==> config.mk <==
export PLATFORM = sky130hd
export DESIGN_NAME = page_owner_distribution_top
export DESIGN_NICKNAME = d
export VERILOG_FILES = /design/src/rtl/pod_pkg.sv /design/src/rtl/page_owner_distribution_top.sv /design/src/rtl/pod_cell.sv /design/src/rtl/pod_split.sv
export SDC_FILE = /design/constraint.sdc
export NUM_CORES = 2
export LEC_CHECK = 0
export BUFFER_PORTS_ARGS = -buffer_cell sky130_fd_sc_hd__buf_4
export CORE_MARGIN = 2
export CORE_UTILIZATION = 58
export DETAILED_ROUTE_END_ITERATION = 7
export PLACE_DENSITY = 0.74
export SKIP_CTS_REPAIR_TIMING = 1
export SLEW_MARGIN = 20
export SYNTH_ARGS = -nofsm -noshare
export SYNTH_HDL_FRONTEND = slang
export SYNTH_SLANG_ARGS = --single-unit
==> constraint.sdc <==
create_clock -name clk_i -period 10.2 [get_ports clk_i]
set_input_delay 1.02 -clock clk_i [delete_from_list [all_inputs] [get_ports clk_i]]
set_output_delay 1.02 -clock clk_i [all_outputs]
set_load 0.03 [all_outputs]
==> src/rtl/pod_pkg.sv <==
// Shared types and constants for the page owner lookup block.
`timescale 1ns / 1ps

package pod_pkg;

  // Fixed register widths
  localparam int MODE_W    = 2;
  localparam int ARG_W     = 21;
  localparam int NCNT_W    = 9;
  localparam int RANK_W    = 8;
  localparam int REG_IDX_W = 3;

  // Register indexes of the configuration port
  typedef enum logic [REG_IDX_W-1:0] {
    REG_MODE       = 3'd0,
    REG_MODE_ARG   = 3'd1,
    REG_NODE_COUNT = 3'd2,
    REG_LOCAL_RANK = 3'd3,
    REG_PAGE_COUNT = 3'd4
  } pod_reg_e;

  // Distribution modes; the remaining code behaves as block mode
  localparam logic [MODE_W-1:0] MODE_CENTRAL = 2'd0;
  localparam logic [MODE_W-1:0] MODE_CYCLIC  = 2'd1;
  localparam logic [MODE_W-1:0] MODE_BLOCK   = 2'd2;

  // Block split derived from page and node counts
  typedef struct packed {
    logic [ARG_W-1:0]  run_len;     // pages in a short run
    logic [ARG_W-1:0]  run_len_p1;  // pages in a long run
    logic [ARG_W-1:0]  head;        // pages covered by all long runs
    logic [NCNT_W-1:0] long_runs;   // number of long runs
  } pod_split_t;

endpackage

==> src/rtl/page_owner_distribution_top.sv <==
// Page owner lookup: maps a page index to its owning node in three modes.
// Pipeline: front stage, quotient cell chain, join stage, modulo cell chain and output
// register; the two cell chains handle one bit per cell.
// Throughput: one page index per cycle unless the output stalls; after each write to a
// known register input is held off while the block split is recomputed.
// Reset: asynchronous active low; pipeline empties, registers take reset values.
`timescale 1ns / 1ps

module page_owner_distribution_top
  import pod_pkg::*;
#(
  parameter int INDEX_BITS = 20,
  parameter int NODE_BITS  = 8
) (
  input  logic                                  clk_i,
  input  logic                                  rst_ni,
  input  logic                                  cfg_we_i,
  input  logic [REG_IDX_W-1:0]                  cfg_index_i,
  input  logic [ARG_W-1:0]                      cfg_data_i,
  input  logic                                  s_axis_tvalid,
  output logic                                  s_axis_tready,
  // page_index
  input  logic [((INDEX_BITS+7)/8)*8-1:0]       s_axis_tdata,
  output logic                                  m_axis_tvalid,
  input  logic                                  m_axis_tready,
  // owner_node, local_write, out_of_range
  output logic [((NODE_BITS+2+7)/8)*8-1:0]      m_axis_tdata
);

  localparam int OFF_W = (NODE_BITS > NCNT_W) ? NODE_BITS : NCNT_W;
  localparam int SUM_W = ((INDEX_BITS > OFF_W) ? INDEX_BITS : OFF_W) + 1;
  localparam int MD_W  = (NODE_BITS + 1 > NCNT_W) ? NODE_BITS + 1 : NCNT_W;
  localparam int M_W   = ((NODE_BITS + 2 + 7) / 8) * 8;
  localparam int TAG_W = OFF_W + 1;
  localparam logic [32:0] NODE_LIM = 33'd1 << NODE_BITS;
  localparam logic [32:0] PAGE_LIM = 33'd1 << INDEX_BITS;

  // Configuration registers
  logic [MODE_W-1:0] mode_q;
  logic [ARG_W-1:0]  arg_q;
  logic [NCNT_W-1:0] ncnt_q;
  logic [RANK_W-1:0] rank_q;
  logic [ARG_W-1:0]  pcnt_q;
  logic              cfg_hit;
  logic              split_start_q;
  logic              split_busy;
  pod_split_t        spl;
  logic [NCNT_W-1:0] eff_nodes;
  logic [ARG_W-1:0]  eff_pages;

  // Front stage
  logic [INDEX_BITS-1:0] idx;
  logic                  oor;
  logic [INDEX_BITS-1:0] f_num_d;
  logic [ARG_W-1:0]      f_div_d;
  logic [OFF_W-1:0]      f_off_d;
  logic                  f_valid_q;
  logic [INDEX_BITS-1:0] f_num_q;
  logic [ARG_W-1:0]      f_div_q;
  logic [TAG_W-1:0]      f_tag_q;
  logic                  f_ready;

  // Quotient chain links
  logic [INDEX_BITS:0]   dv_valid;
  logic [INDEX_BITS:0]   dv_ready;
  logic [ARG_W-1:0]      dv_rem [INDEX_BITS+1];
  logic [INDEX_BITS-1:0] dv_num [INDEX_BITS+1];
  logic [INDEX_BITS-1:0] dv_quo [INDEX_BITS+1];
  logic [ARG_W-1:0]      dv_div [INDEX_BITS+1];
  logic [TAG_W-1:0]      dv_tag [INDEX_BITS+1];

  // Join stage
  logic             j_valid_q;
  logic [SUM_W-1:0] j_num_q;
  logic [MD_W-1:0]  j_div_q;
  logic             j_oor_q;
  logic             j_ready;

  // Modulo chain links
  logic [SUM_W:0]   md_valid;
  logic [SUM_W:0]   md_ready;
  logic [MD_W-1:0]  md_rem [SUM_W+1];
  logic [SUM_W-1:0] md_num [SUM_W+1];
  logic [SUM_W-1:0] md_quo [SUM_W+1];
  logic [MD_W-1:0]  md_div [SUM_W+1];
  logic [0:0]       md_tag [SUM_W+1];

  // Output stage
  logic                 o_valid_q;
  logic [NODE_BITS-1:0] o_owner_q;
  logic                 o_lw_q;
  logic                 o_oor_q;
  logic                 o_ready;
  logic [NODE_BITS-1:0] owner_d;
  logic                 oor_d;

  // ---------------------------------------------------------------------------
  // Register writes; a write to a known register restarts the block split
  assign cfg_hit = cfg_we_i && (cfg_index_i <= REG_PAGE_COUNT);

  always_ff @(posedge clk_i or negedge rst_ni) begin
    if (!rst_ni) begin
      mode_q        <= MODE_BLOCK;
      arg_q         <= '0;
      ncnt_q        <= NCNT_W'(1);
      rank_q        <= '0;
      pcnt_q        <= '0;
      split_start_q <= 1'b0;
    end else begin
      split_start_q <= cfg_hit;
      if (cfg_we_i) begin
        case (pod_reg_e'(cfg_index_i))
          REG_MODE:       mode_q <= cfg_data_i[MODE_W-1:0];
          REG_MODE_ARG:   arg_q  <= cfg_data_i;
          REG_NODE_COUNT: ncnt_q <= cfg_data_i[NCNT_W-1:0];
          REG_LOCAL_RANK: rank_q <= cfg_data_i[RANK_W-1:0];
          REG_PAGE_COUNT: pcnt_q <= cfg_data_i;
          default: ;
        endcase
      end
    end
  end

  // Clamp node and page counts to what the index and node widths can hold
  always_comb begin
    if (ncnt_q == '0) begin
      eff_nodes = NCNT_W'(1);
    end else if (33'(ncnt_q) > NODE_LIM) begin
      eff_nodes = NCNT_W'(NODE_LIM);
    end else begin
      eff_nodes = ncnt_q;
    end
    if (33'(pcnt_q) > PAGE_LIM) begin
      eff_pages = ARG_W'(PAGE_LIM);
    end else begin
      eff_pages = pcnt_q;
    end
  end

  pod_split u_split (
    .clk_i       (clk_i),
    .rst_ni      (rst_ni),
    .start_i     (split_start_q),
    .eff_pages_i (eff_pages),
    .eff_nodes_i (eff_nodes),
    .busy_o      (split_busy),
    .split_o     (spl)
  );

  // ---------------------------------------------------------------------------
  // Front stage: pick dividend, divisor and owner offset for the mode
  assign idx = s_axis_tdata[INDEX_BITS-1:0];
  assign oor = 33'(idx) >= 33'(pcnt_q);

  always_comb begin
    f_num_d = idx;
    f_div_d = ARG_W'(1);
    f_off_d = '0;
    if (mode_q == MODE_CENTRAL) begin
      // Quotient of zero plus the fixed owner
      f_num_d = '0;
      f_off_d = OFF_W'(arg_q[NODE_BITS-1:0]);
    end else if (mode_q == MODE_CYCLIC) begin
      f_div_d = (arg_q == '0) ? ARG_W'(1) : arg_q;
    end else if (33'(idx) < 33'(spl.head)) begin
      f_div_d = spl.run_len_p1;
    end else begin
      // Short runs follow the long ones; a zero run length only shows up out of range
      f_num_d = INDEX_BITS'(33'(idx) - 33'(spl.head));
      f_div_d = spl.run_len;
      f_off_d = OFF_W'(spl.long_runs);
    end
  end

  assign f_ready       = !f_valid_q || dv_ready[0];
  assign s_axis_tready = f_ready && !split_busy;

  always_ff @(posedge clk_i or negedge rst_ni) begin
    if (!rst_ni) begin
      f_valid_q <= 1'b0;
    end else if (f_ready) begin
      f_valid_q <= s_axis_tvalid && !split_busy;
    end
  end

  always_ff @(posedge clk_i) begin
    if (s_axis_tvalid && s_axis_tready) begin
      f_num_q <= f_num_d;
      f_div_q <= f_div_d;
      f_tag_q <= {oor, f_off_d};
    end
  end

  // ---------------------------------------------------------------------------
  // Quotient chain, one dividend bit per cell
  assign dv_valid[0] = f_valid_q;
  assign dv_rem[0]   = '0;
  assign dv_num[0]   = f_num_q;
  assign dv_quo[0]   = '0;
  assign dv_div[0]   = f_div_q;
  assign dv_tag[0]   = f_tag_q;

  for (genvar k = 0; k < INDEX_BITS; k++) begin : g_dv
    pod_cell #(
      .NUM_W (INDEX_BITS),
      .DIV_W (ARG_W),
      .TAG_W (TAG_W)
    ) u_cell (
      .clk_i       (clk_i),
      .rst_ni      (rst_ni),
      .in_valid_i  (dv_valid[k]),
      .in_ready_o  (dv_ready[k]),
      .in_rem_i    (dv_rem[k]),
      .in_num_i    (dv_num[k]),
      .in_quo_i    (dv_quo[k]),
      .in_div_i    (dv_div[k]),
      .in_tag_i    (dv_tag[k]),
      .out_valid_o (dv_valid[k+1]),
      .out_ready_i (dv_ready[k+1]),
      .out_rem_o   (dv_rem[k+1]),
      .out_num_o   (dv_num[k+1]),
      .out_quo_o   (dv_quo[k+1]),
      .out_div_o   (dv_div[k+1]),
      .out_tag_o   (dv_tag[k+1])
    );
  end

  // ---------------------------------------------------------------------------
  // Join stage: add the owner offset and pick the modulus
  assign j_ready              = !j_valid_q || md_ready[0];
  assign dv_ready[INDEX_BITS] = j_ready;

  always_ff @(posedge clk_i or negedge rst_ni) begin
    if (!rst_ni) begin
      j_valid_q <= 1'b0;
    end else if (j_ready) begin
      j_valid_q <= dv_valid[INDEX_BITS];
    end
  end

  always_ff @(posedge clk_i) begin
    if (dv_valid[INDEX_BITS] && j_ready) begin
      j_num_q <= SUM_W'(dv_quo[INDEX_BITS]) + SUM_W'(dv_tag[INDEX_BITS][OFF_W-1:0]);
      j_oor_q <= dv_tag[INDEX_BITS][OFF_W];
      // Only cyclic mode wraps over the nodes; other owners already fit
      j_div_q <= (mode_q == MODE_CYCLIC) ? MD_W'(eff_nodes) : MD_W'(NODE_LIM);
    end
  end

  // ---------------------------------------------------------------------------
  // Modulo chain, remainder by node count in cyclic mode and by 2**NODE_BITS otherwise
  assign md_valid[0] = j_valid_q;
  assign md_rem[0]   = '0;
  assign md_num[0]   = j_num_q;
  assign md_quo[0]   = '0;
  assign md_div[0]   = j_div_q;
  assign md_tag[0]   = j_oor_q;

  for (genvar k = 0; k < SUM_W; k++) begin : g_md
    pod_cell #(
      .NUM_W (SUM_W),
      .DIV_W (MD_W),
      .TAG_W (1)
    ) u_cell (
      .clk_i       (clk_i),
      .rst_ni      (rst_ni),
      .in_valid_i  (md_valid[k]),
      .in_ready_o  (md_ready[k]),
      .in_rem_i    (md_rem[k]),
      .in_num_i    (md_num[k]),
      .in_quo_i    (md_quo[k]),
      .in_div_i    (md_div[k]),
      .in_tag_i    (md_tag[k]),
      .out_valid_o (md_valid[k+1]),
      .out_ready_i (md_ready[k+1]),
      .out_rem_o   (md_rem[k+1]),
      .out_num_o   (md_num[k+1]),
      .out_quo_o   (md_quo[k+1]),
      .out_div_o   (md_div[k+1]),
      .out_tag_o   (md_tag[k+1])
    );
  end

  // ---------------------------------------------------------------------------
  // Output register: drop the owner for pages out of range
  assign o_ready         = !o_valid_q || m_axis_tready;
  assign md_ready[SUM_W] = o_ready;
  assign oor_d           = md_tag[SUM_W][0];
  assign owner_d         = oor_d ? '0 : md_rem[SUM_W][NODE_BITS-1:0];

  always_ff @(posedge clk_i or negedge rst_ni) begin
    if (!rst_ni) begin
      o_valid_q <= 1'b0;
    end else if (o_ready) begin
      o_valid_q <= md_valid[SUM_W];
    end
  end

  always_ff @(posedge clk_i) begin
    if (md_valid[SUM_W] && o_ready) begin
      o_owner_q <= owner_d;
      o_oor_q   <= oor_d;
      o_lw_q    <= !oor_d && (33'(owner_d) == 33'(rank_q));
    end
  end

  assign m_axis_tvalid = o_valid_q;
  assign m_axis_tdata  = M_W'({o_oor_q, o_lw_q, o_owner_q});

  // ---------------------------------------------------------------------------
  // Checks

  // A write to a known register holds off new transactions while the split is rebuilt
  assert property (@(posedge clk_i) disable iff (!rst_ni)
    cfg_hit |=> !s_axis_tready)
    else $error("transaction accepted during block split recompute");

  // Out-of-range pages carry no owner and no write access
  assert property (@(posedge clk_i) disable iff (!rst_ni)
    (o_valid_q && o_oor_q) |-> (o_owner_q == '0 && !o_lw_q))
    else $error("out-of-range page reported with an owner");

  // Centralized mode always returns the configured owner
  assert property (@(posedge clk_i) disable iff (!rst_ni)
    (o_valid_q && !o_oor_q && mode_q == MODE_CENTRAL) |->
      (o_owner_q == arg_q[NODE_BITS-1:0]))
    else $error("centralized owner mismatch");

  // Cyclic owners stay below the node count
  assert property (@(posedge clk_i) disable iff (!rst_ni)
    (o_valid_q && !o_oor_q && mode_q == MODE_CYCLIC) |->
      (33'(o_owner_q) < 33'(eff_nodes)))
    else $error("cyclic owner beyond node count");

endmodule

==> src/rtl/pod_cell.sv <==
// One restoring division step with a registered output stage.
`timescale 1ns / 1ps

module pod_cell #(
  parameter int NUM_W = 20,
  parameter int DIV_W = 21,
  parameter int TAG_W = 1
) (
  input  logic             clk_i,
  input  logic             rst_ni,
  input  logic             in_valid_i,
  output logic             in_ready_o,
  input  logic [DIV_W-1:0] in_rem_i,
  input  logic [NUM_W-1:0] in_num_i,
  input  logic [NUM_W-1:0] in_quo_i,
  input  logic [DIV_W-1:0] in_div_i,
  input  logic [TAG_W-1:0] in_tag_i,
  output logic             out_valid_o,
  input  logic             out_ready_i,
  output logic [DIV_W-1:0] out_rem_o,
  output logic [NUM_W-1:0] out_num_o,
  output logic [NUM_W-1:0] out_quo_o,
  output logic [DIV_W-1:0] out_div_o,
  output logic [TAG_W-1:0] out_tag_o
);

  logic [DIV_W:0]   trial;
  logic             fits;
  logic [DIV_W-1:0] rem_d;
  logic             valid_q;
  logic [DIV_W-1:0] rem_q;
  logic [NUM_W-1:0] num_q;
  logic [NUM_W-1:0] quo_q;
  logic [DIV_W-1:0] div_q;
  logic [TAG_W-1:0] tag_q;

  // Shift in the next dividend bit and try to subtract the divisor
  assign trial = {in_rem_i, in_num_i[NUM_W-1]};
  assign fits  = trial >= {1'b0, in_div_i};
  assign rem_d = fits ? DIV_W'(trial - {1'b0, in_div_i}) : trial[DIV_W-1:0];

  // Advance when this stage is empty or its content moves on
  assign in_ready_o = !valid_q || out_ready_i;

  always_ff @(posedge clk_i or negedge rst_ni) begin
    if (!rst_ni) begin
      valid_q <= 1'b0;
    end else if (in_ready_o) begin
      valid_q <= in_valid_i;
    end
  end

  always_ff @(posedge clk_i) begin
    if (in_valid_i && in_ready_o) begin
      rem_q <= rem_d;
      num_q <= {in_num_i[NUM_W-2:0], 1'b0};
      quo_q <= {in_quo_i[NUM_W-2:0], fits};
      div_q <= in_div_i;
      tag_q <= in_tag_i;
    end
  end

  assign out_valid_o = valid_q;
  assign out_rem_o   = rem_q;
  assign out_num_o   = num_q;
  assign out_quo_o   = quo_q;
  assign out_div_o   = div_q;
  assign out_tag_o   = tag_q;

endmodule

==> src/rtl/pod_split.sv <==
// Iterative block split: divides the page count by the node count after a write.
`timescale 1ns / 1ps

module pod_split
  import pod_pkg::*;
(
  input  logic              clk_i,
  input  logic              rst_ni,
  input  logic              start_i,
  input  logic [ARG_W-1:0]  eff_pages_i,
  input  logic [NCNT_W-1:0] eff_nodes_i,
  output logic              busy_o,
  output pod_split_t        split_o
);

  localparam int CNT_W = $clog2(ARG_W);

  typedef enum logic [1:0] {
    S_IDLE,
    S_DIV,
    S_FIX,
    S_HEAD
  } state_e;

  state_e                   state_q;
  logic [ARG_W-1:0]         num_q;
  logic [ARG_W-1:0]         quo_q;
  logic [NCNT_W-1:0]        rem_q;
  logic [CNT_W-1:0]         cnt_q;
  pod_split_t               split_q;
  logic [NCNT_W:0]          trial;
  logic                     fits;
  logic [NCNT_W-1:0]        rem_d;
  logic [NCNT_W+ARG_W-1:0]  head_prod;

  // One quotient bit per cycle
  assign trial = {rem_q, num_q[ARG_W-1]};
  assign fits  = trial >= {1'b0, eff_nodes_i};
  assign rem_d = fits ? NCNT_W'(trial - {1'b0, eff_nodes_i}) : trial[NCNT_W-1:0];

  assign head_prod = split_q.long_runs * split_q.run_len_p1;

  always_ff @(posedge clk_i or negedge rst_ni) begin
    if (!rst_ni) begin
      state_q <= S_IDLE;
      num_q   <= '0;
      quo_q   <= '0;
      rem_q   <= '0;
      cnt_q   <= '0;
      split_q <= '0;
    end else if (start_i) begin
      // Restart on every write to a known register
      state_q <= S_DIV;
      num_q   <= eff_pages_i;
      quo_q   <= '0;
      rem_q   <= '0;
      cnt_q   <= '0;
    end else begin
      case (state_q)
        S_DIV: begin
          rem_q <= rem_d;
          num_q <= {num_q[ARG_W-2:0], 1'b0};
          quo_q <= {quo_q[ARG_W-2:0], fits};
          cnt_q <= cnt_q + 1'b1;
          if (cnt_q == CNT_W'(ARG_W - 1)) begin
            state_q <= S_FIX;
          end
        end
        S_FIX: begin
          // No pages give no long runs; an exact split keeps all runs long; otherwise leftovers go to low nodes
          if (eff_pages_i == '0) begin
            split_q.run_len    <= '0;
            split_q.run_len_p1 <= ARG_W'(1);
            split_q.long_runs  <= '0;
          end else if (rem_q == '0) begin
            split_q.run_len    <= quo_q - 1'b1;
            split_q.run_len_p1 <= quo_q;
            split_q.long_runs  <= eff_nodes_i;
          end else begin
            split_q.run_len    <= quo_q;
            split_q.run_len_p1 <= quo_q + 1'b1;
            split_q.long_runs  <= rem_q;
          end
          state_q <= S_HEAD;
        end
        S_HEAD: begin
          split_q.head <= head_prod[ARG_W-1:0];
          state_q      <= S_IDLE;
        end
        default: begin
          state_q <= S_IDLE;
        end
      endcase
    end
  end

  assign busy_o  = start_i || (state_q != S_IDLE);
  assign split_o = split_q;

endmodule
Word-level counts from Yosys, hierarchy flattened:

Index checks and enable logic that the tools add are counted.

* bits in registers: 2325

* add/sub/neg operators: 46
* bitwise operators: 1
* reduce and logical (&&, ||, !) cells: 155
* eq/ne operators: 11
* order comparisons: 47
* muxes and demuxes: 68
* multiply operators: 1

Operators with widths (count)
* 21-bit two-way mux: 26
* 22-bit by 21-bit >= comparator with 1-bit output: 19
* 21-bit subtractor: 18
* 9-bit two-way mux: 26
* 10-bit by 9-bit >= comparator with 1-bit output: 21
* 9-bit subtractor: 20
* 42-bit two-way mux: 2
* 1-bit logical AND: 48
* 1-bit zero test: 46
* 1-bit logical OR: 45
* 21-bit zero test: 2
* 20-bit two-way mux: 2
* 8-bit two-way mux: 5
* 20-bit by 9-bit adder with 21-bit output: 1
* 21-bit by 1-bit adder with 21-bit output, second input constant: 1
* 1-bit by 21-bit >= comparator with 1-bit output: 1
* 20-bit by 21-bit >= comparator with 1-bit output: 1
* 21-bit greater-than comparator, second input constant: 1
* 20-bit by 21-bit less-than comparator with 1-bit output: 1
* 9-bit by 21-bit multiplier with 21-bit output: 1
* 1-bit by 21-bit subtractor with 21-bit output: 1
* 21-bit by 1-bit subtractor with 21-bit output, second input constant: 1
* 20-bit subtractor: 1
* 9-bit zero test: 2
* 24 further kinds: 37

Logic depth before layout (Yosys ltp):

* word-level depth: 47
* mapped depth: 22
* depth with buffers taken out: 21

Modules after synthesis:

Synthesis repeated with hierarchy kept, for this count alone.

* cell total of the unflattened synthesis: 11608
* area total of the unflattened synthesis: 158414.4 µm²

Modules (own cells, without submodules)
* pod_cell at g_md[0].u_cell ...: area an instance 2529.9 µm², cells each 152, sequential area each 1826.8 µm², times used 21
* pod_cell at g_dv[11].u_cell ...: area an instance 4285.4 µm², cells each 326, sequential area each 2757.6 µm², times used 10
* pod_cell at g_dv[0].u_cell ...: area an instance 4236.6 µm², cells each 308, sequential area each 2757.6 µm², times used 9
* pod_split: area an instance 11036.8 µm², cells each 1225, sequential area each 3253.1 µm², times used 1
* page_owner_distribution_top: area an instance 8833.5 µm², cells each 812, sequential area each 4391.7 µm², times used 1
* pod_cell at g_dv[7].u_cell: area an instance 4433.0 µm², cells each 347, sequential area each 2757.6 µm², times used 1

Worst setup path before layout:

Ideal clock, no wire load.

* kind: input port to flip-flop
* from: input m_axis_tready
* to: register g_dv[17].u_cell.div_q[0] (enable)
* cell stages on the path: 5
* data required time: 9.588 ns
* arrival time: 6.889 ns
* setup slack: 2.699 ns
* cell sequence: nand4b_1 > or3_1 > nor4_4 > and3_1 > a21boi_0

* longest elaborated chain between the ends: 27

Ends and longest elaborated chain
* from (decl): line page_owner_distribution_top.sv:25 `input logic m_axis_tready,`
* 1-bit logical OR: line page_owner_distribution_top.sv:286 `assign o_ready = !o_valid_q || m_axis_tready;`
* 1-bit logical OR (21 in series): line pod_cell.sv:43 `assign in_ready_o = !valid_q || out_ready_i;`
* 1-bit logical OR: line page_owner_distribution_top.sv:230 `assign j_ready = !j_valid_q || md_ready[0];`
* 1-bit logical OR (3 in series): line pod_cell.sv:43
* 1-bit logical AND: line pod_cell.sv:54 `if (in_valid_i && in_ready_o) begin`
* to (signal assigned): line pod_cell.sv:58 `div_q <= in_div_i;`
* to (decl): line pod_cell.sv:34 `logic [DIV_W-1:0] div_q;`

Every way passes these cells.
A chain may end at the register's enable or synchronous reset.

Final worst setup path:

* from: register u_split.split_q (netlist bit u_split.split_o[2])
* to: register u_split.split_q (netlist bit u_split.split_o[28])

* longest elaborated chain between the ends: 1

Ends and longest elaborated chain
* from (decl): line pod_split.sv:30 `pod_split_t split_q;`
* 9-bit by 21-bit multiplier with 21-bit output: line pod_split.sv:41 `assign head_prod = split_q.long_runs * split_q.run_len_p1;`

Every way passes these cells.

==> impl_results.md <==
* Critical Path Slowest Stage Cell: dfrtp_1
* Core area at 193,000 um^2
* Worst clock skew at around 0.076 ns
* Critical path required time at between 10 and 15 ns
* Register area at slightly below 70,000 um^2
* Clock sink count at 2,325
* Crit-path max FO at 21
* Simple-Gate Fraction of Synth Area at under 10%
* CTS Root Cell: clkbuf_16
* Post-DP HPWL at between 150,000 and 200,000 um
* Reg clk slew, reported paths at roughly 0.060 ns
* Worst slew margin at about 29%
* CTS tree: built
* Adder-Cell Fraction of Synth Area at ~10%
* Worst-Margin Slew at 1.06 ns
* R2R cell count at 19
* PwrDens at 262 nW/um^2
* Detailed-route via count at about 67,000
* Power Total at between 30 and 40 mW
* Final Hold Viols at 0
* R2R Setup Slk at roughly 4.2 ns
* Seq/Total Area, Yosys at around three fifths
* Die Y at ~450 um
* Number of enable flip-flop cells after synthesis at 2,089
* Netlist Area Pre-Place at roughly 110,000 um^2
* Place WS at around 4.2 ns
* Die area at roughly 200,000 um^2
* Vias per inst at approximately 5.7
* Total grt overflow at 0
* Vias in the first global route at approximately 67,000
* Post-route clock period utilization at between 50 and 60%
* Avg Cell Area, Syn at ~13 um^2
* Final GP Congestion at around 0.96
* I/O pins at slightly above 70
* Fin Setup TNS at 0 ns
* Clock latency on the worst-skew pair at between 0.8 and 0.9 ns
* Hold/Removal Path Class: input port to async pin
* First-pass detailed-route iteration total at 6
* RSZ-0062 raised after global routing: no
* #FFs+latches synth at between 2,000 and 2,500
* Delay of the slowest critical-path stage at ~1.0 ns
* Max clock buf depth at 3
* Worst vdd ir at approximately 0.19 mV
* Largest family of logic cells by synthesized area: adder cells
* Top_reg_cell synth: edfxtp_1
* Row count at ~160
* # setup viols final at 0
* Multi-input logic area at between 40,000 and 50,000 um^2
* CP arrival at slightly below 7 ns
* Fin Hold WS at between 0.15 and 0.2 ns
* Most frequent cells in the layout: edfxtp_1, inv_1, ha_1
* Synth Instances at 8,825
* Kind of critical path: flip-flop to flip-flop
* Worst R2R Start: u_split.split_o[2]
* Setup crit end kind: flip-flop
* Layout area overhead at 10.0%
* Final ANT Viol Nets at 0
* Yosys cell types at 93
* R2r endpoint: u_split.split_o[28]
* Initial core utilization at ~58%
* Status: finished, final reports clean
* Detailed Route WL at roughly 220,000 um
* First DRT Iteration DRCs at between 4,000 and 5,000
* Fraction of layout cells with a size suffix above 1 at 9.52%
* Fill cell count at approximately 14,000
* Setup slack after layout at 4.19 ns
* Compound-Gate Fraction of Synth Area at a little under a tenth
* Critical Path Start Type: flip-flop
* Yosys Warn Count at 0
* GRT Util Overall at about 23%
* Leak pwr at slightly below 50 nW
* Routed WL per cell at about 19 um
* Die Span X at roughly 450 um
* Initial antenna violation count at 5
* Htree depth at 4
* I/O Buffers at 60
* Inst Count DP at 11,295
* Global-route wire length before repair at ~360,000 um
* CTS Buf Count at about 220
* Top Family by Delay on Critical Path: adder cells
* Synth Area in XOR/XNOR at between 3 and 4%
* CP bufs+invs at 3
* Fin crit period at approximately 6 ns
* Mux share of post-synthesis cell area at about 3.5%
* DR DRC count at 0
* Async SR Flop Fraction at between 10 and 15%
* Largest net degree at the start of global routing at around 120
* Worst path cell trace: nand2_1 > fa_1 > fa_1 > inv_1 > ha_1 > inv_1 > fa_1 > inv_1 > ha_1 > a21o_1 > a21o_1 > a21oi_1 > a21oi_1 > o41ai_2 > o211ai_1 > or4_1 > a31oi_1 > xor2_1 > o21ai_0
* Commonest non-fill, non-tap cell in the layout: edfxtp_1
* Final nets at approximately 9,900
* Fmax at approximately 170 MHz
* Final Max Tran Viols at 0
* Cell Count, Final, Fillers Out at approximately 12,000
* Max-cap violations at 0
-- kinds of logic (layout without fill, tap and decap cells) --
logic type               count (synthesis)  after routing
AO/OA/AOI/OAI                         1662           1662
XOR/XNOR                               509            509
adder cells (fa/ha/maj)                821            821
buffers and inverters                 1076           1435
flip-flops                            2325           2325
multiplexers                           355            355
other                                    1              9
AND/OR/NAND/NOR                       2076           2076
-- power breakdown --
group / internal, mW / switching, mW / leakage (nW)
clock: 4.84 / 3.58 / 3.70
sequential: 13.2 / 1.13 / 22.3
combinational: 4.13 / 5.68 / 22.9
-- flip-flops by register name, summed over array words and instances (netlist names), 10 cells and up --
signal,count
g_md.u_cell.out_tag_o,21
arg_q,21
g_md.u_cell.out_valid_o,21
g_md.u_cell.out_num_o,210
g_md.u_cell.out_rem_o,188
g_dv.u_cell.out_quo_o,210
u_split.num_q,21
pcnt_q,21
g_dv.u_cell.out_div_o,399
u_split.split_o,72
j_num_q,21
f_num_q,20
f_div_q,21
g_dv.u_cell.out_valid_o,20
g_dv.u_cell.out_num_o,190
f_tag_q,10
u_split.quo_q,21
g_dv.u_cell.out_tag_o,200
g_md.u_cell.out_div_o,180
g_dv.u_cell.out_rem_o,399
-- synthesized netlist by cell type, drive strengths merged, types with 11 or more instances --
cell     instances  area [um^2]
a21oi          560         2810
a21o           236         1770
a221oi          12          141
mux2i           76          761
edfxtp        2089        62700
nand3          178          896
o21bai          36          270
clkbuf         128          483
and2           119          744
xor2           176         1540
o211ai          15          113
a211oi          70          531
ha             678         8480
a31oi           55          344
o41ai           14          145
o31ai           33          253
buf             56          340
o21ai          420         2110
xnor2          333         2920
nor2b          158          988
o31a            15          131
inv            890         3340
nor2           544         2040
mux2           279         3200
dfrtp          234         5860
nor3           102          515
fa             143         2860
o21a            72          542
or3             26          163
nand2b         140          876
and3            42          263
a22o            13          114
or2             34          213
nand4          113          707
a2111oi         17          155
a31o            11         96.3
a21boi          24          188
nand2          529         1990
nor4            54          359
-- worst max-delay path by stage --
| stage | from | cells after the start | slack, ns | to |
|---|---|---|---|---|
| floorplan | m_axis_tready | 5 | 2.70 | g_dv[17].u_cell.out_div_o[0] |
| global placement | u_split.split_o[2] | 19 | 4.19 | u_split.split_o[28] |
| detailed placement | u_split.split_o[2] | 19 | 4.19 | u_split.split_o[28] |
| CTS | u_split.split_o[2] | 19 | 4.22 | u_split.split_o[28] |
| global route | u_split.split_o[2] | 19 | 3.80 | u_split.split_o[28] |
| finish | u_split.split_o[2] | 19 | 4.19 | u_split.split_o[28] |
-- layout make-up --
cell class,instances,area share (%)
tap,2526,2.54
inverter,892,2.70
clock buffer,267,4.69
antenna,3,0.00604
sequential,2325,55.3
clock inverter,151,1.45
timing repair buffer,125,0.794
multi-input combinational,5429,32.6
-- stage by stage --
stage          utilization, %  cell area [um^2]
3_3_place_gp             60.4            116000
6_report                 64.4            124000
4_1_cts                  64.3            124000
5_1_grt                  64.4            124000
3_5_place_dp             60.4            116000
2_1_floorplan               -            113000
-- per-layer routing --
metal | share of wire [%] | track usage (%) | vias to the layer above | routed length [um]
met5 | 0.0059 | 0 | - | 13
met4 | 3.8 | 8.59 | 2 | 8410
met3 | 3.9 | 2.85 | 440 | 8700
met2 | 51 | 39.9 | 1481 | 113000
met1 | 41 | 28.3 | 32815 | 91800
li1 | - | - | 32167 | -
No activity file was read; power rests on OpenSTA's default activity.
